### src/lic_pkg.sv
`default_nettype none

package lic_pkg;

  localparam int MAX_PACKET_BYTES = 65535;
  localparam int IDX_W = $clog2(MAX_PACKET_BYTES);

  localparam logic [1:0] MODE_TCP  = 2'd0;
  localparam logic [1:0] MODE_UDP  = 2'd1;
  localparam logic [1:0] MODE_ICMP = 2'd2;
  localparam logic [1:0] MODE_NONE = 2'd3;

  localparam logic [5:0] MIN_HDR_BYTES = 6'd20;
  localparam logic [3:0] MIN_IHL       = 4'd5;

  localparam logic [4:0] OFF_TCP  = 5'd16;
  localparam logic [4:0] OFF_UDP  = 5'd6;
  localparam logic [4:0] OFF_ICMP = 5'd2;

  localparam logic [16:0] PROTO_NUM_TCP = 17'd6;
  localparam logic [16:0] PROTO_NUM_UDP = 17'd17;

  localparam int ADDR_FIRST = 12;
  localparam int ADDR_LAST  = 19;

  function automatic logic [4:0] field_offset(input logic [1:0] mode);
    logic [4:0] off;
    case (mode)
      MODE_TCP: off = OFF_TCP;
      MODE_UDP: off = OFF_UDP;
      default:  off = OFF_ICMP;
    endcase
    return off;
  endfunction

endpackage

`default_nettype wire

### src/l4_internet_checksum_top.sv
// Result path: after the final byte of a packet is accepted, its sum passes the input stage,
// the wide sum stage, and the fold and complement into the output register that raises out_valid.
// Throughput: one byte per cycle; the three-stage result path only holds input when every
// stage is full and the output item is not being taken.
// Reset: synchronous rst clears the packet state and all stage valid flags.
`default_nettype none

module l4_internet_checksum_top
  import lic_pkg::*;
(
  input  wire logic        clk,
  input  wire logic        rst,
  input  wire logic        in_valid,
  output logic             in_ready,
  input  wire logic [7:0]  pkt_byte,
  input  wire logic [1:0]  protocol_sel,
  input  wire logic        pkt_last,
  output logic             out_valid,
  input  wire logic        out_ready,
  output logic [15:0]      checksum,
  output logic [6:0]       checksum_offset
);

  localparam logic [IDX_W-1:0] LAST_IDX = IDX_W'(MAX_PACKET_BYTES - 1);

  logic [IDX_W-1:0] byte_index;
  logic [5:0]       header_bytes;
  logic [31:0]      sum_acc;
  logic [7:0]       high_byte_hold;
  logic [1:0]       proto_latched;

  logic [IDX_W-1:0] byte_index_next;
  logic [5:0]       header_bytes_next;
  logic [31:0]      sum_acc_next;
  logic [7:0]       high_byte_hold_next;
  logic [1:0]       proto_latched_next;

  logic        r1_valid;
  logic [31:0] r1_sum;
  logic [16:0] r1_extra;
  logic [6:0]  r1_off;
  logic        r2_valid;
  logic [31:0] r2_sum;
  logic [6:0]  r2_off;

  logic        accept;
  logic        out_load;
  logic        r2_load;

  logic             first;
  logic [5:0]       hdr;
  logic [1:0]       proto;
  logic             pseudo;
  logic [4:0]       coff;
  logic             addr_phase;
  logic             in_seg;
  logic [IDX_W-1:0] k;
  logic [IDX_W-1:0] seglen;
  logic [7:0]       v;
  logic [7:0]       data;
  logic             add_en;
  logic             pkt_end;
  logic             has_result;
  logic [15:0]      fin_word;
  logic [16:0]      extra;
  logic [16:0]      fold1;
  logic [15:0]      fold2;

  assign out_load = r2_valid && (!out_valid || out_ready);
  assign r2_load  = r1_valid && (!r2_valid || out_load);
  assign in_ready = !r1_valid || r2_load;
  assign accept   = in_valid && in_ready;

  always_comb begin
    first = (byte_index == '0);
    if (first) begin
      hdr   = (pkt_byte[3:0] < MIN_IHL) ? MIN_HDR_BYTES : {pkt_byte[3:0], 2'b00};
      proto = protocol_sel;
    end else begin
      hdr   = header_bytes;
      proto = proto_latched;
    end
    pseudo     = (proto == MODE_TCP) || (proto == MODE_UDP);
    coff       = field_offset(proto);
    addr_phase = pseudo && (byte_index >= IDX_W'(ADDR_FIRST)) &&
                 (byte_index <= IDX_W'(ADDR_LAST));
    in_seg     = byte_index >= IDX_W'(hdr);
    k          = byte_index - IDX_W'(hdr);
    seglen     = in_seg ? k + 1'b1 : '0;
    v          = ((k == IDX_W'(coff)) || (k == IDX_W'(coff) + 1'b1)) ? 8'h00 : pkt_byte;
    data       = addr_phase ? pkt_byte : v;
    add_en     = (addr_phase || in_seg) && k[0];
    pkt_end    = pkt_last || (byte_index >= LAST_IDX);
    has_result = pkt_end && in_seg && (proto != MODE_NONE);
    fin_word   = k[0] ? {high_byte_hold, v} : {v, 8'h00};
    if (pseudo) begin
      extra = ((proto == MODE_TCP) ? PROTO_NUM_TCP : PROTO_NUM_UDP) + 17'(seglen);
    end else begin
      extra = '0;
    end

    byte_index_next     = byte_index + 1'b1;
    header_bytes_next   = hdr;
    proto_latched_next  = proto;
    high_byte_hold_next = high_byte_hold;
    sum_acc_next        = sum_acc + (add_en ? {16'h0000, high_byte_hold, data} : 32'h0);
    if ((addr_phase || in_seg) && !k[0]) begin
      high_byte_hold_next = data;
    end
    if (pkt_end) begin
      byte_index_next     = '0;
      header_bytes_next   = '0;
      proto_latched_next  = '0;
      high_byte_hold_next = '0;
      sum_acc_next        = '0;
    end
  end

  always_ff @(posedge clk) begin
    if (rst) begin
      byte_index     <= '0;
      header_bytes   <= '0;
      sum_acc        <= '0;
      high_byte_hold <= '0;
      proto_latched  <= '0;
    end else if (accept) begin
      byte_index     <= byte_index_next;
      header_bytes   <= header_bytes_next;
      sum_acc        <= sum_acc_next;
      high_byte_hold <= high_byte_hold_next;
      proto_latched  <= proto_latched_next;
    end
  end

  always_ff @(posedge clk) begin
    if (rst) begin
      r1_valid <= 1'b0;
    end else if (in_ready) begin
      r1_valid <= accept && has_result;
    end
    if (accept) begin
      r1_sum   <= sum_acc + {16'h0000, fin_word};
      r1_extra <= extra;
      r1_off   <= 7'(hdr) + 7'(coff);
    end
  end

  always_ff @(posedge clk) begin
    if (rst) begin
      r2_valid <= 1'b0;
    end else if (!r2_valid || out_load) begin
      r2_valid <= r1_valid;
    end
    if (r2_load) begin
      r2_sum <= r1_sum + {15'h0000, r1_extra};
      r2_off <= r1_off;
    end
  end

  assign fold1 = {1'b0, r2_sum[31:16]} + {1'b0, r2_sum[15:0]};
  assign fold2 = fold1[15:0] + {15'h0000, fold1[16]};

  always_ff @(posedge clk) begin
    if (rst) begin
      out_valid <= 1'b0;
    end else if (!out_valid || out_ready) begin
      out_valid <= r2_valid;
    end
    if (out_load) begin
      checksum        <= ~fold2;
      checksum_offset <= r2_off;
    end
  end

  // The header length is always a whole number of words of at least twenty bytes.
  a_hdr_len: assert property (@(posedge clk) disable iff (rst)
    (byte_index != '0) |-> (header_bytes >= MIN_HDR_BYTES) && (header_bytes[1:0] == 2'b00))
    else $error("header length out of range during a packet");

  // A byte flagged as the last one returns the packet state to its start.
  a_end_clears: assert property (@(posedge clk) disable iff (rst)
    accept && pkt_last |=> (byte_index == '0) && (sum_acc == '0))
    else $error("packet state not cleared after the final item");

  // Input is only held off when every stage of the result path is occupied.
  a_stall_full: assert property (@(posedge clk) disable iff (rst)
    !in_ready |-> r1_valid && r2_valid && out_valid && !out_ready)
    else $error("input stalled with room in the result path");

  // The offset of the field lies between the shortest and longest header cases.
  a_offset: assert property (@(posedge clk) disable iff (rst)
    out_valid |-> (checksum_offset >= 7'd22) && (checksum_offset <= 7'd76))
    else $error("checksum offset out of range");

endmodule

`default_nettype wire

### config.mk
export PLATFORM = sky130hd
export DESIGN_NAME = l4_internet_checksum_top
export DESIGN_NICKNAME = d
export VERILOG_FILES = /design/src/lic_pkg.sv /design/src/l4_internet_checksum_top.sv
export SDC_FILE = /design/constraint.sdc
export NUM_CORES = 1
export LEC_CHECK = 0
export BUFFER_PORTS_ARGS = -buffer_cell sky130_fd_sc_hd__buf_2
export CORE_ASPECT_RATIO = 1.25
export CORE_MARGIN = 1.5
export CORE_UTILIZATION = 57
export CTS_BUF_LIST = sky130_fd_sc_hd__clkbuf_16
export DETAILED_ROUTE_END_ITERATION = 6
export PLACE_DENSITY = 0.87
export SLEW_MARGIN = 10
export SYNTH_ARGS = -nofsm -noshare
export SYNTH_HDL_FRONTEND = slang
export SYNTH_SLANG_ARGS = --single-unit
### constraint.sdc
create_clock -name clk -period 7.3 [get_ports clk]
set_input_delay 0.365 -clock clk [delete_from_list [all_inputs] [get_ports clk]]
set_output_delay 0.365 -clock clk [all_outputs]
set_load 0.05 [all_outputs]
==> metrics.cfg <==
[setup_path]
crit_arrival_ps = 7210
max_stage_delay_ps = 440
worst_ep_required_time_ps = 7490
endpoint_kind = flop
start_kind = flop
path_common_cell = a21oi_2
crit_slowest_cell = or3b_4
path_class = flop to flop
crit_path_max_fanout = 6

[yosys]
synth-edff-count = 118
netlist_instances = 1260
synth_area_leaders = edfxtp_1 (29%), dfxtp_1 (11%), ha_1 (8.6%)
ys_async_sr_fraction_pct = 0
syn_area_sq_mm = 0.01206
ys_ff_latch = 185
synth_top_area_share_pct = 29.39
synth_cell_types = 90
ys.flop_type = edfxtp_1
yosysWarningCount = 0
synth_top_area_cell = edfxtp_1
syn_nets = 1365
ys_seq_area_share_pct = 40.51
avgSynthCellArea_sq_um = 9.570

[power_and_ir_drop]
swShare_pct = 28.17
internal-power_mw = 1.729
pwr-share-comb_pct = 13.1
p_leak_nw = 5.583
p_seq_share_pct = 48.0
powerDensity_mw_per_mm2 = 174.6
p_sw_mw = 0.6782
power_mw = 2.407
clkPwrFrac_pct = 38.9
worst_ir_drop_vdd_v = 0.0001638

[global_routing]
grt_util_all_layers_pct = 27.30
grt_max_degree = 71
antenna_found_initial = 0
overflow = 0
first_global_vias = 9963
grt_pass1_wl_mm = 48.16

[floorplan]
dieArea_sq_mm = 0.02204
core_sq_mm = 0.02082
num_rows = 59
start_util_pct = 57.92
pin_count = 40
die_y_um = 165.6
die_x_um = 133.1

[cells_and_area]
layout-drive-gt1-share_pct = 15.99
fill_cells = 1562
antennaDiodeCount = 0
area_delta_synth_final_pct = 14.36
final_nets = 1449

[timing]
slew_headroom_pct = 20.30
maxSlewViolCount = 0
worst_pin_slew_ps = 1192
grt_setup_unrepaired = true
min_period_ps = 7021
max_freq_mhz = 142.4
hold_violations = 0
setup_violations = 0
skew_ps = 15.12
tns_ps = 0
fin_crit_sh_pct = 96.18

[detailed_routing]
dr.pass1.iters = 6
antenna_left = 0
drt-vias-per-instance = 6.092
avgRoutedWirePerCell_um = 18.58
wirelength_mm = 30.30
drt_iter0_drc = 744
remaining_drc_errors = 0
via_count = 9936

[cts]
cts.htree.levels = 4
cts.clk_slew.worst_paths_ps = 80
ctsHoldBuffers = 0
cts_root_buf = clkbuf_16
insertion_delay_ps = 450
cts_made_buffers = 17
cts_tree = done
cts.sinks = 185
cts_buffer_depth = 2

[place]
dp_hpwl_mm = 21.93
globalplace.congestion = 0.9381
io_buffers = 39

[run_status]
outcome = finished clean

[job]
cap_violations = 0

[min_path]
hold_path_class = primary input to flop

## cells by family (layout without fill, tap and decap cells)
| group | count (synthesis) | in the layout | synth area share, % |
|---|---|---|---|
| AO/OA/AOI/OAI | 272 | 272 | 15.37 |
| adder cells (fa/ha/maj) | 91 | 91 | 9.858 |
| multiplexers | 9 | 9 | 0.7990 |
| flip-flops | 185 | 185 | 40.51 |
| AND/OR/NAND/NOR | 455 | 455 | 19.34 |
| XOR/XNOR | 147 | 147 | 10.92 |
| buffers and inverters | 101 | 198 | 3.206 |
## Yosys cell counts (17+ instances only)
cell type    n
nor2_1     139
o21ai_0     48
ha_1        83
inv_1       58
xor2_1      45
nand4_1     17
nand2_1     70
and3_1      34
edfxtp_1   118
nor3_1      40
a21o_1      22
clkbuf_1    36
a21oi_1     77
and2_1      18
dfxtp_1     67
xnor2_1     99
nand3_1     50
## flip-flops by register name (all words and copies together) (netlist names)
name,count
r1_sum,32
r2_sum,32
sum_acc,32
r1_extra,17
byte_index,16
checksum,16
high_byte_hold,8
checksum_offset,7
r1_off,7
r2_off,7
header_bytes,6
proto_latched,2
out_valid,1
r1_valid,1
r2_valid,1
## power by group through the flow
stage,clock network (mW),registers [mW],logic (mW)
floorplan,0,1.18,0.205
CTS,0.939,1.16,0.300
finish,0.936,1.16,0.315
detailed placement,0,1.18,0.293
global placement,0,1.18,0.284
global route,0.984,1.16,0.341
## layer usage
layer  global-route usage, %  vias to the layer above  part of all wire, %
li1                        -                     4765                    -
met1                   29.74                     4697                   38
met2                   50.84                      386                   52
met3                   4.132                       88                  5.2
met4                   13.99                        0                  4.1
met5                       0                        -                    0
## worst max-delay path: cells and delay by family, from the launching register on
kind            cells  cell delay (ps)
simple gates       11             1980
xor+xnor            2              410
buf+inv             3              240
fa+ha+maj           5             1270
compound gates     12             2510
flops               1              340
## final timing paths
kind,start,to,slack (ps),cells after the start
worst max register to register,byte_index[0],r1_sum[26],280,33
worst min register to register,r1_off[6],r2_off[6],420,0
worst max-delay path,byte_index[0],r1_sum[26],280,33
worst min-delay path,pkt_byte[7],high_byte_hold[7],250,3
## placed cells by master (no fill, tap or decap), types with 39 or more instances in the layout
master	synthesis	routed
xnor2_1	99	99
ha_1	83	79
xor2_1	45	45
inv_1	58	55
dfxtp_1	67	66
a21oi_1	77	73
o21ai_0	48	44
buf_4	0	67
buf_2	5	39
nor2_1	139	138
nand2_1	70	69
nand3_1	50	50
edfxtp_1	118	118
## stage by stage
stage               worst slack (ps)  util [%]  area [sq um]  instances  hold slack [ps]
CTS                           0.6457     65.09         13550       1622            248.3
detailed placement            -58.03     62.11         12930       1589            404.5
global placement               194.2     62.11         12930       1589            400.6
floorplan                      14.11         -         12110       1260            400.3
global route                  -89.51     66.24         13790       1631            270.5
finish                         278.6     66.24         13790       1631            252.1
## final cells by class
class	count	area, sq um	share of cell area [%]
flip-flops and latches	185	4886	35.43
inverters	58	217.7	1.579
clock inverters	15	181.4	1.316
multi-input cells	974	7014	50.87
well taps	274	342.8	2.486
clock buffers	17	425.4	3.085
repair buffers	108	721.9	5.235
## repair_timing
action | in CTS | in global routing
hold endpoints to repair | 0 | 0
resized for setup | 3 | 36
pin swaps | 2 | 24
setup endpoints to repair | 12 | 38
setup buffers | 1 | 9
gates cloned | 0 | 0
(Power assumes the default switching activity.)
